<file path="config.mk">
export PLATFORM = sky130hd
export DESIGN_NAME = at_response_line_matcher
export DESIGN_NICKNAME = d
export VERILOG_FILES = /design/src/rtl/atrlm_pkg.sv /design/src/rtl/atrlm_tracker.sv /design/src/rtl/at_response_line_matcher.sv
export SDC_FILE = /design/constraint.sdc
export NUM_CORES = 1
export LEC_CHECK = 0
export CAP_MARGIN = 20
export CELL_PAD_IN_SITES_DETAIL_PLACEMENT = 1
export CELL_PAD_IN_SITES_GLOBAL_PLACEMENT = 2
export CORE_AREA = 2 2 101 177
export DETAILED_ROUTE_END_ITERATION = 8
export DIE_AREA = 0 0 103 179
export DONT_BUFFER_PORTS = 1
export PLACE_DENSITY_LB_ADDON = 0.1
export SLEW_MARGIN = 20
export SYNTH_ARGS = -nofsm -noshare
export SYNTH_HDL_FRONTEND = slang
export SYNTH_HIERARCHICAL = 1
export SYNTH_SLANG_ARGS = --single-unit
</file>
<file path="constraint.sdc">
create_clock -name clock -period 7.2 [get_ports clock]
set_input_delay 1.8 -clock clock [delete_from_list [all_inputs] [get_ports clock]]
set_output_delay 1.8 -clock clock [all_outputs]
set_load 0.01 [all_outputs]
</file>
<file path="src/rtl/atrlm_pkg.sv">
// Package for the AT response line matcher: item types, mode and status codes,
// and the byte patterns the matcher compares against.
// No dependencies.
`default_nettype none

package atrlm_pkg;

   // Mode codes of an input item.
   localparam logic [1:0] MODE_BYTE     = 2'd0;
   localparam logic [1:0] MODE_CMD_SENT = 2'd1;
   localparam logic [1:0] MODE_ABANDON  = 2'd2;

   // Status codes of a result item.
   localparam logic [1:0] STATUS_PENDING    = 2'd0;
   localparam logic [1:0] STATUS_OK         = 2'd1;
   localparam logic [1:0] STATUS_ERROR      = 2'd2;
   localparam logic [1:0] STATUS_NO_CARRIER = 2'd3;

   // Buffer geometry: twelve newest bytes, count saturates at the depth.
   localparam int unsigned TAIL_DEPTH = 12;
   localparam int unsigned TAIL_BITS  = TAIL_DEPTH * 8;
   localparam logic [3:0]  TAIL_FULL  = 4'd12;

   // Characters and patterns, first character in the most significant byte.
   localparam logic [7:0]  CHAR_LF      = 8'h0A;
   localparam logic [7:0]  CHAR_PROMPT  = 8'h3E;
   localparam logic [15:0] PAT_CRLF     = 16'h0D0A;
   localparam logic [15:0] PAT_ECHO     = 16'h4154;
   localparam logic [31:0] PAT_OK       = 32'h4F4B_0D0A;
   localparam logic [55:0] PAT_ERROR    = 56'h4552_524F_520D_0A;
   localparam logic [95:0] PAT_NO_CARR  = 96'h4E4F_2043_4152_5249_4552_0D0A;

   // Input item.
   typedef struct packed {
      logic [1:0] mode;
      logic [7:0] rx_byte;
   } req_type;

   // Result item.
   typedef struct packed {
      logic [1:0] status;
      logic       receiving;
      logic       prompt_seen;
   } rsp_type;

endpackage

`default_nettype wire

</file>
<file path="src/rtl/atrlm_tracker.sv">
// Line buffer and phase tracker of the AT response line matcher.
// Holds phase, sticky status and the buffer head and tail; gives the result
// of the item being applied. Depends on atrlm_pkg.
`default_nettype none

module atrlm_tracker
   import atrlm_pkg::*;
(
   input  wire logic    clock,
   input  wire logic    reset,
   input  wire logic    step,
   input  wire req_type req,
   output rsp_type      rsp
);

   logic                 phase_ff, phase_in;
   logic [1:0]           code_ff, code_in;
   logic [TAIL_BITS-1:0] tail_ff, tail_in;
   logic [3:0]           held_ff, held_in;
   logic [15:0]          head_ff, head_in;

   // Buffer after taking the byte; newest byte sits in the low eight bits.
   logic [TAIL_BITS-1:0] push_tail;
   logic [3:0]           push_held;
   logic [15:0]          push_head;
   logic                 end_crlf, end_ok, end_error, end_no_carr;
   logic [1:0]           lf_code;

   always_comb begin
      push_tail = {tail_ff[TAIL_BITS-9:0], req.rx_byte};
      push_held = (held_ff < TAIL_FULL) ? held_ff + 4'd1 : TAIL_FULL;
      if (held_ff == 4'd0) begin
         push_head = {req.rx_byte, 8'h00};
      end else if (held_ff == 4'd1) begin
         push_head = {head_ff[15:8], req.rx_byte};
      end else begin
         push_head = head_ff;
      end
   end

   // Suffix compares, each needing enough buffered bytes.
   always_comb begin
      end_crlf    = (push_held >= 4'd2) && (push_tail[15:0] == PAT_CRLF);
      end_ok      = (push_held >= 4'd4) && (push_tail[31:0] == PAT_OK);
      end_error   = (push_held >= 4'd7) && (push_tail[55:0] == PAT_ERROR);
      end_no_carr = (push_held >= 4'd12) && (push_tail[95:0] == PAT_NO_CARR);
      priority if (end_ok) begin
         lf_code = STATUS_OK;
      end else if (end_error) begin
         lf_code = STATUS_ERROR;
      end else if (end_no_carr) begin
         lf_code = STATUS_NO_CARRIER;
      end else begin
         lf_code = code_ff;
      end
   end

   // Next state for one item.
   always_comb begin
      phase_in = phase_ff;
      code_in  = code_ff;
      tail_in  = tail_ff;
      held_in  = held_ff;
      head_in  = head_ff;
      if (step) begin
         unique case (req.mode)
            MODE_BYTE: begin
               tail_in = push_tail;
               held_in = push_held;
               head_in = push_head;
               if (!phase_ff) begin
                  // Idle: drop each finished line, the echo starts receiving.
                  if (end_crlf) begin
                     if (push_head == PAT_ECHO) begin
                        phase_in = 1'b1;
                     end
                     tail_in = '0;
                     held_in = 4'd0;
                     head_in = 16'h0000;
                  end
               end else if (req.rx_byte == CHAR_LF) begin
                  code_in = lf_code;
                  if (lf_code != STATUS_PENDING) begin
                     phase_in = 1'b0;
                     tail_in  = '0;
                     held_in  = 4'd0;
                     head_in  = 16'h0000;
                  end
               end
            end
            MODE_CMD_SENT: begin
               phase_in = 1'b0;
               code_in  = STATUS_PENDING;
            end
            MODE_ABANDON: begin
               tail_in = '0;
               held_in = 4'd0;
               head_in = 16'h0000;
            end
            default: begin
               // Unused mode leaves the state as it is.
            end
         endcase
      end
   end

   // Result of the item, taken from the updated state.
   always_comb begin
      rsp.status      = code_in;
      rsp.receiving   = phase_in;
      rsp.prompt_seen = (held_in != 4'd0) && (tail_in[7:0] == CHAR_PROMPT);
   end

   // State registers.
   always_ff @(posedge clock) begin
      if (reset) begin
         phase_ff <= 1'b0;
         code_ff  <= STATUS_OK;
         tail_ff  <= '0;
         held_ff  <= 4'd0;
         head_ff  <= 16'h0000;
      end else begin
         phase_ff <= phase_in;
         code_ff  <= code_in;
         tail_ff  <= tail_in;
         held_ff  <= held_in;
         head_ff  <= head_in;
      end
   end

endmodule

`default_nettype wire

</file>
<file path="src/rtl/at_response_line_matcher.sv">
// An accepted item is held in the input register, then applied and registered in the result register on rsp_data.
// One item per cycle while rsp_stall is low; while a result waits, the input register takes an item only if empty.
// The rate is set by the tracker, which computes the new line buffer and status combinationally.
// Reset clears both valid flags, phase to idle, status to OK, and empties the buffer.
// Top level of the AT response line matcher; depends on atrlm_pkg and atrlm_tracker.
`default_nettype none

module at_response_line_matcher
   import atrlm_pkg::*;
(
   input  wire logic    clock,
   input  wire logic    reset,
   input  wire logic    req_valid,
   output logic         req_stall,
   input  wire req_type req_data,
   output logic         rsp_valid,
   input  wire logic    rsp_stall,
   output rsp_type      rsp_data
);

   logic    in_valid_ff;
   req_type in_data_ff;
   logic    out_valid_ff;
   rsp_type out_data_ff;
   logic    advance;
   rsp_type rsp_next;

   // An item moves on when the result register is empty or being taken.
   assign advance   = !out_valid_ff || !rsp_stall;
   assign req_stall = in_valid_ff && !advance;

   atrlm_tracker u_tracker (
      .clock (clock),
      .reset (reset),
      .step  (in_valid_ff && advance),
      .req   (in_data_ff),
      .rsp   (rsp_next)
   );

   // Input register.
   always_ff @(posedge clock) begin
      if (reset) begin
         in_valid_ff <= 1'b0;
      end else if (!req_stall) begin
         in_valid_ff <= req_valid;
      end
      if (req_valid && !req_stall) begin
         in_data_ff <= req_data;
      end
   end

   // Result register.
   always_ff @(posedge clock) begin
      if (reset) begin
         out_valid_ff <= 1'b0;
      end else if (advance) begin
         out_valid_ff <= in_valid_ff;
      end
      if (advance && in_valid_ff) begin
         out_data_ff <= rsp_next;
      end
   end

   assign rsp_valid = out_valid_ff;
   assign rsp_data  = out_data_ff;

endmodule

`default_nettype wire

</file>
---- Word level (Yosys, flattened, before mapping) ----
Index checks and enable logic that the tools add are counted.
operators by class
  add/sub/neg operators ................... 1
  order comparisons ....................... 5
  equal/unequal tests ..................... 10
  muxes and demuxes ....................... 34
  reduce and logical (&&, ||, !) cells .... 19
operators with widths
  kind                                                    number
  two-way mux 88 bit                                      4
  one-hot mux 88 bit (2 select lines)                     1
  equality test 96 x 95 -> 1 bit (second input constant)  1
  two-way mux 16 bit                                      5
  equality test 56 x 55 -> 1 bit (second input constant)  1
  equality test 32 x 31 -> 1 bit (second input constant)  1
  one-hot mux 16 bit (2 select lines)                     1
  two-way mux 4 bit                                       6
  equality test 16 x 12 -> 1 bit (second input constant)  1
  equality test 16 x 15 -> 1 bit (second input constant)  1
  two-way mux 8 bit                                       2
  two-way mux 2 bit                                       6
  equality test 8 x 4 -> 1 bit (second input constant)    1
  equality test 8 x 6 -> 1 bit (second input constant)    1
  >= comparator 4 x 3 -> 1 bit (second input constant)    2
  logical AND 1 bit                                       8
  one-hot mux 4 bit (2 select lines)                      1
  two-way mux 1 bit                                       6
  adder 4 x 1 -> 4 bit (second input constant)            1
  equality test 4 x 1 -> 1 bit (second input constant)    1
  >= comparator 4 x 2 -> 1 bit (second input constant)    1
  >= comparator 4 bit (second input constant)             1
  zero test 1 bit                                         4
  zero test 4 bit                                         1
  other kinds (10)                                        11
storage, ports and cells
  register bits ........................... 127

---- Longest topological paths before layout ----
  word-level depth ........................ 15
  depth in mapped cells ................... 10
  depth with buffers taken out ............ 8

---- Modules after synthesis ----
The synthesis kept the hierarchy.
by module, submodules not included
  module                    instances  cells each  area each (sq um)  seq. area each (sq um)
  atrlm_tracker             1          569         4682.0             2222.1
  at_response_line_matcher  1          24          506.7              460.4

---- Worst setup path before layout ----
Ideal clock, no wire load.
  path kind ............................... input-to-reg
  from .................................... input rsp_stall
  to ...................................... register out_data_ff, in the netlist rsp_data[0] (data pin)
  library setup time ...................... 0.169 ns
  arrival time ............................ 4.267 ns
  slack ................................... 2.764 ns
  cell stages on the path ................. 9
  path through ............................ a21boi_0 -> or3b_1 -> a41oi_1 -> a211o_2 -> or4b_4 -> o21ai_4 -> buf_6 -> a32oi_1 -> nor4b_2
RTL lines
  item                  line                            text
  start, declared       at_response_line_matcher.sv:17  input wire logic rsp_stall,
  end signal, assigned  at_response_line_matcher.sv:60  out_data_ff <= rsp_next;
  end, declared         at_response_line_matcher.sv:24  rsp_type out_data_ff;

---- Worst setup path in the final report ----
  from .................................... input rsp_stall
  to ...................................... register u_tracker.head_ff[8]
on the way
  word-level cells in the longest chain between the ends .. 4
RTL lines
  item                           line                            text
  zero test 1 bit                at_response_line_matcher.sv:29  assign advance = !out_valid_ff || !rsp_stall;
  logical OR 1 bit               at_response_line_matcher.sv:29
  logical AND 1 bit              at_response_line_matcher.sv:35  .step (in_valid_ff && advance),
  AND reduction 2 bit (no line)  n/a
  end signal, assigned           atrlm_tracker.sv:127            head_ff <= head_in;
  end, declared                  atrlm_tracker.sv:20             logic [15:0] head_ff, head_in;
Every way passes these cells.
A chain may end at the register's enable or synchronous reset.

==> tab_implementation.tex <==
\begin{tabular}{lr}
\hline
Metric & Value \\
\hline
\multicolumn{2}{l}{\textbf{STA}} \\
Slew Limit Headroom & 0.3891 \\
Final total negative setup slack & 0 ns \\
Maximum clock frequency & 204.9 MHz \\
Period utilisation layout & 0.6778 \\
Slew @ Worst Pin & 0.9129 ns \\
Time the worst path needs with I/O delays and setup & 4.880 ns \\
Setup violations, final & 0 \\
Max Clock Skew & 0.005426 ns \\
Number of hold violations in the final report & 0 \\
Setup repair after global routing missed its margin & false \\
Slew Viols, Final & 0 \\
\multicolumn{2}{l}{\textbf{CTS}} \\
Number of clock sinks & between 100 and 150 \\
Root buffer cell & sky130\_fd\_sc\_hd\_\_clkbuf\_16 \\
Htree depth & 4 \\
Number of buffers created by CTS & 17 \\
Clock Pin Slew Worst Setup and Hold Paths & about 0.060 ns \\
Clock buffer depth & 2 \\
Clock latency at the later pin of the worst-skew pair & 0.42 ns \\
Setup repair bufs after CTS & 0 \\
CTS tree & yes \\
PostCTS Resize Cnt & 0 \\
Hold-fix buffer count after cts & 0 \\
\multicolumn{2}{l}{\textbf{Floorplanning}} \\
Core Area & 17140 µm² \\
Total Die Area & 18440 µm² \\
Die extent in x & 103 µm \\
Boundary pin count & 20 \\
Initial core utilization & 0.3028 \\
Height of the die & 179 µm \\
Standard-cell row count & 64 \\
\multicolumn{2}{l}{\textbf{Outcome}} \\
Run status & finished, final reports clean \\
\multicolumn{2}{l}{\textbf{Setup path}} \\
Nature of the critical path endpoint & flop \\
Required time at the endpoint of the critical path & $\sim$7.6 ns \\
Kind of critical path & input port to flop \\
Top fanout value on the critical path & 34 \\
Critical Path AT & $\sim$5.2 ns \\
Sort of element at the start of the critical path & input port \\
\multicolumn{2}{l}{\textbf{Detailed routing}} \\
Initial drt markers & 191 \\
DR DRC count & 0 \\
Wire length after detailed routing & 15.21 mm \\
DRT Pass-1 Iters & 4 \\
Number of nets still failing antenna checks after routing & 0 \\
Total via count after detailed routing & about 4200 \\
Via-to-Cell Ratio & between 5 and 6 \\
Detail-routed net length per standard cell & 18.53 µm \\
\multicolumn{2}{l}{\textbf{Placed design}} \\
Routability congestion estimate from global placement & 0.7628 \\
HPWL Detailed & about 10 mm \\
Port-buffer cells & 0 \\
\multicolumn{2}{l}{\textbf{Pwr}} \\
Clock power share & 0.552 \\
Standby leakage power & 1.897 nW \\
Power spent charging and discharging nets & 0.0003743 W \\
Switching Fraction & 0.2124 \\
Total internal power & roughly 0.0014 W \\
Maximum vdd ir drop & around 0.18 mV \\
Combinational Power Share & 0.029 \\
Seq pwr share & 0.419 \\
Pwr dens & 295.8 nW/µm² \\
\multicolumn{2}{l}{\textbf{Synth}} \\
Cell accounting for the most synthesized area & sky130\_fd\_sc\_hd\_\_dfxtp\_1 \\
Top area cells in the synthesized netlist & sky130\_fd\_sc\_hd\_\_dfxtp\_1 44\%, sky130\_fd\_sc\_hd\_\_nand2\_1 13\%, sky130\_fd\_sc\_hd\_\_a21oi\_1 8.7\% \\
Count of yosys warnings during synthesis & 6 \\
Number of flops mapped to enable cells by yosys & 14 \\
Netlist cell types & 54 \\
Count of state elements after synthesis & 127 \\
Ys flop type & sky130\_fd\_sc\_hd\_\_dfxtp\_1 \\
Area fraction of the dominant cell type after synthesis & 0.4360 \\
Proportion of synthesized chip area in sequential cells & 0.5170 \\
Net count after synthesis & 610 \\
Post-synthesis cell area & roughly 5200 µm² \\
Mean cell area of the mapped netlist & 8.750 µm² \\
Synthesized instance count & just under 600 \\
Post-synthesis async set-or-reset flop share & 0 \\
\multicolumn{2}{l}{\textbf{Cells and area}} \\
Reg area & 2683 µm² \\
Fin util & 0.3477 \\
Multi-input combinational cell area & $\sim$2300 µm² \\
Layout cells sized above 1 & 0.07797 \\
Area growth from synthesis to layout & 14.83\% \\
Number of diodes & 0 \\
Fill count & 2033 \\
Final \#Nets & 594 \\
\multicolumn{2}{l}{\textbf{Flow run}} \\
Max-cap viol count & 0 \\
\multicolumn{2}{l}{\textbf{Worst hold path}} \\
Worst min-delay path class & flop to flop \\
\multicolumn{2}{l}{\textbf{GRT}} \\
Pin count of the biggest net entering global routing & 101 \\
Tot GR Track Use & 0.1757 \\
Total gr overflow & 0 \\
Wire length of the first global-routing pass & approximately 24 mm \\
Vias in the first global route & 4360 \\
Number of antenna violations at the first check in global routing & 0 \\
\hline
\end{tabular}
==> metrics by stage <==
stage	cells	total power [W]	hold slack (ns)	instance area [µm²]	setup WS, ns
2_1_floorplan	593	0.0007978	0.4267	5189	2.764
3_3_place_gp	789	0.0008048	0.4301	5294	1.957
3_5_place_dp	789	0.0008058	0.4404	5294	1.863
4_1_cts	821	0.001792	0.4468	5958	2.319
5_1_grt	821	0.001826	0.4597	5958	2.150
6_report	821	0.001762	0.4453	5958	2.320
==> registers in the layout, summed over array words and instances (netlist names) <==
| register | cells |
|---|---|
| in_data_ff | 10 |
| u_tracker/tail_ff | 88 |
| u_tracker/phase_ff | 1 |
| u_tracker/head_ff | 16 |
| u_tracker/held_ff | 4 |
| rsp_data | 4 |
| rsp_valid | 1 |
| u_tracker/code_ff | 2 |
| in_valid_ff | 1 |
==> power by group through the flow <==
stage	clock, W	combinational (W)	sequential, W
after CTS	0.00100	0.0000521	0.000738
final	0.000973	0.0000511	0.000738
after detailed placement	0	0.0000520	0.000754
after global placement	0	0.0000511	0.000754
after floorplan	0	0.0000498	0.000748
after global routing	0.00103	0.0000563	0.000739
==> critical path, cell delays in order <==
cell	delay (ns)
sky130_fd_sc_hd__a21boi_0	0.16
sky130_fd_sc_hd__buf_4	0.20
sky130_fd_sc_hd__or3b_1	0.38
sky130_fd_sc_hd__nor3_1	0.16
sky130_fd_sc_hd__a211o_2	0.25
sky130_fd_sc_hd__or4b_4	0.49
sky130_fd_sc_hd__o21ai_4	0.72
sky130_fd_sc_hd__buf_4	0.46
sky130_fd_sc_hd__a21o_1	0.34
sky130_fd_sc_hd__a32o_1	0.24
==> per-layer routing <==
layer,track usage,share of wire,routed length (µm)
met3,0.03665,0.018,272
met2,0.3244,0.56,8587
met5,0,0,0
met1,0.1882,0.39,5968
met4,0.07456,0.025,382
==> cell usage after synthesis (3+ instances only) <==
library cell and count:
sky130_fd_sc_hd__a32o_1 9, sky130_fd_sc_hd__ha_1 3, sky130_fd_sc_hd__o21ai_0 7, sky130_fd_sc_hd__and4b_1 3, sky130_fd_sc_hd__buf_6 9, sky130_fd_sc_hd__edfxtp_1 14
sky130_fd_sc_hd__clkbuf_1 26, sky130_fd_sc_hd__a31oi_1 5, sky130_fd_sc_hd__nand2_1 177, sky130_fd_sc_hd__and3_1 3, sky130_fd_sc_hd__and2_1 5, sky130_fd_sc_hd__nor4b_1 12
sky130_fd_sc_hd__nand4_1 6, sky130_fd_sc_hd__nor2_1 21, sky130_fd_sc_hd__nor4bb_1 9, sky130_fd_sc_hd__inv_1 6, sky130_fd_sc_hd__a22oi_1 7, sky130_fd_sc_hd__buf_2 3
sky130_fd_sc_hd__nand2b_1 4, sky130_fd_sc_hd__nor3_1 8, sky130_fd_sc_hd__nor4_1 5, sky130_fd_sc_hd__dfxtp_1 113, sky130_fd_sc_hd__a22o_1 5, sky130_fd_sc_hd__mux2i_1 3
sky130_fd_sc_hd__a21oi_1 90, sky130_fd_sc_hd__o21a_1 5
==> layout make-up <==
| class | count | share of cell area |
|---|---|---|
| sequential | 127 | 0.4502 |
| clock buffer | 17 | 0.07140 |
| clock inverter | 15 | 0.04011 |
| timing repair buffer | 4 | 0.005040 |
| multi-input combinational | 421 | 0.3809 |
| inverter | 6 | 0.003780 |
| tap | 231 | 0.04851 |
==> cell families after synthesis <==
kind of cell | Yosys count | synth area share
buffers and inverters | 45 | 0.04702
AOI/OAI and AO/OA | 142 | 0.1681
adders and majority gates | 3 | 0.007235
DFF | 127 | 0.5170
muxes | 3 | 0.005788
and+or+nand+nor | 273 | 0.2549
==> cells in the final DEF (no fill, tap or decap), types with 2 or more instances in the layout <==
cell                        instances
sky130_fd_sc_hd__a21oi_1           90
sky130_fd_sc_hd__a22o_1             5
sky130_fd_sc_hd__a22oi_1            7
sky130_fd_sc_hd__a31oi_1            5
sky130_fd_sc_hd__a32o_1             9
sky130_fd_sc_hd__a32oi_1            2
sky130_fd_sc_hd__and2_1             5
sky130_fd_sc_hd__and3_1             3
sky130_fd_sc_hd__and4b_1            3
sky130_fd_sc_hd__buf_4              4
sky130_fd_sc_hd__bufinv_16          6
sky130_fd_sc_hd__clkbuf_16         17
sky130_fd_sc_hd__clkinv_1           3
sky130_fd_sc_hd__dfxtp_1          113
sky130_fd_sc_hd__edfxtp_1          14
sky130_fd_sc_hd__ha_1               3
sky130_fd_sc_hd__inv_1              6
sky130_fd_sc_hd__inv_6              3
sky130_fd_sc_hd__mux2i_1            3
sky130_fd_sc_hd__nand2_1          177
sky130_fd_sc_hd__nand2b_1           3
sky130_fd_sc_hd__nand3_1            2
sky130_fd_sc_hd__nand3b_1           2
sky130_fd_sc_hd__nand4_1            6
sky130_fd_sc_hd__nor2_1            21
sky130_fd_sc_hd__nor2b_1            2
sky130_fd_sc_hd__nor3_1             8
sky130_fd_sc_hd__nor3b_1            2
sky130_fd_sc_hd__nor4_1             5
sky130_fd_sc_hd__nor4_2             2
sky130_fd_sc_hd__nor4b_1           12
sky130_fd_sc_hd__nor4bb_1           9
sky130_fd_sc_hd__o21a_1             5
sky130_fd_sc_hd__o21ai_0            7
sky130_fd_sc_hd__or2_2              2
==> final timing paths <==
path                                                          from                            endpoint  slack [ns]  cells past startpoint
worst max-delay path                                     rsp_stall   u_tracker/head_ff[8]$_SDFFE_PP0P_        2.32                     10
worst min-delay path            u_tracker/tail_ff[81]$_SDFFE_PP0P_  u_tracker/tail_ff[81]$_SDFFE_PP0P_        0.45                      2
worst max register to register              rsp_valid$_SDFFE_PP0P_   u_tracker/head_ff[8]$_SDFFE_PP0P_        3.30                     10
worst min register to register  u_tracker/tail_ff[81]$_SDFFE_PP0P_  u_tracker/tail_ff[81]$_SDFFE_PP0P_        0.45                      2
Power figures use the tool's default switching activity.
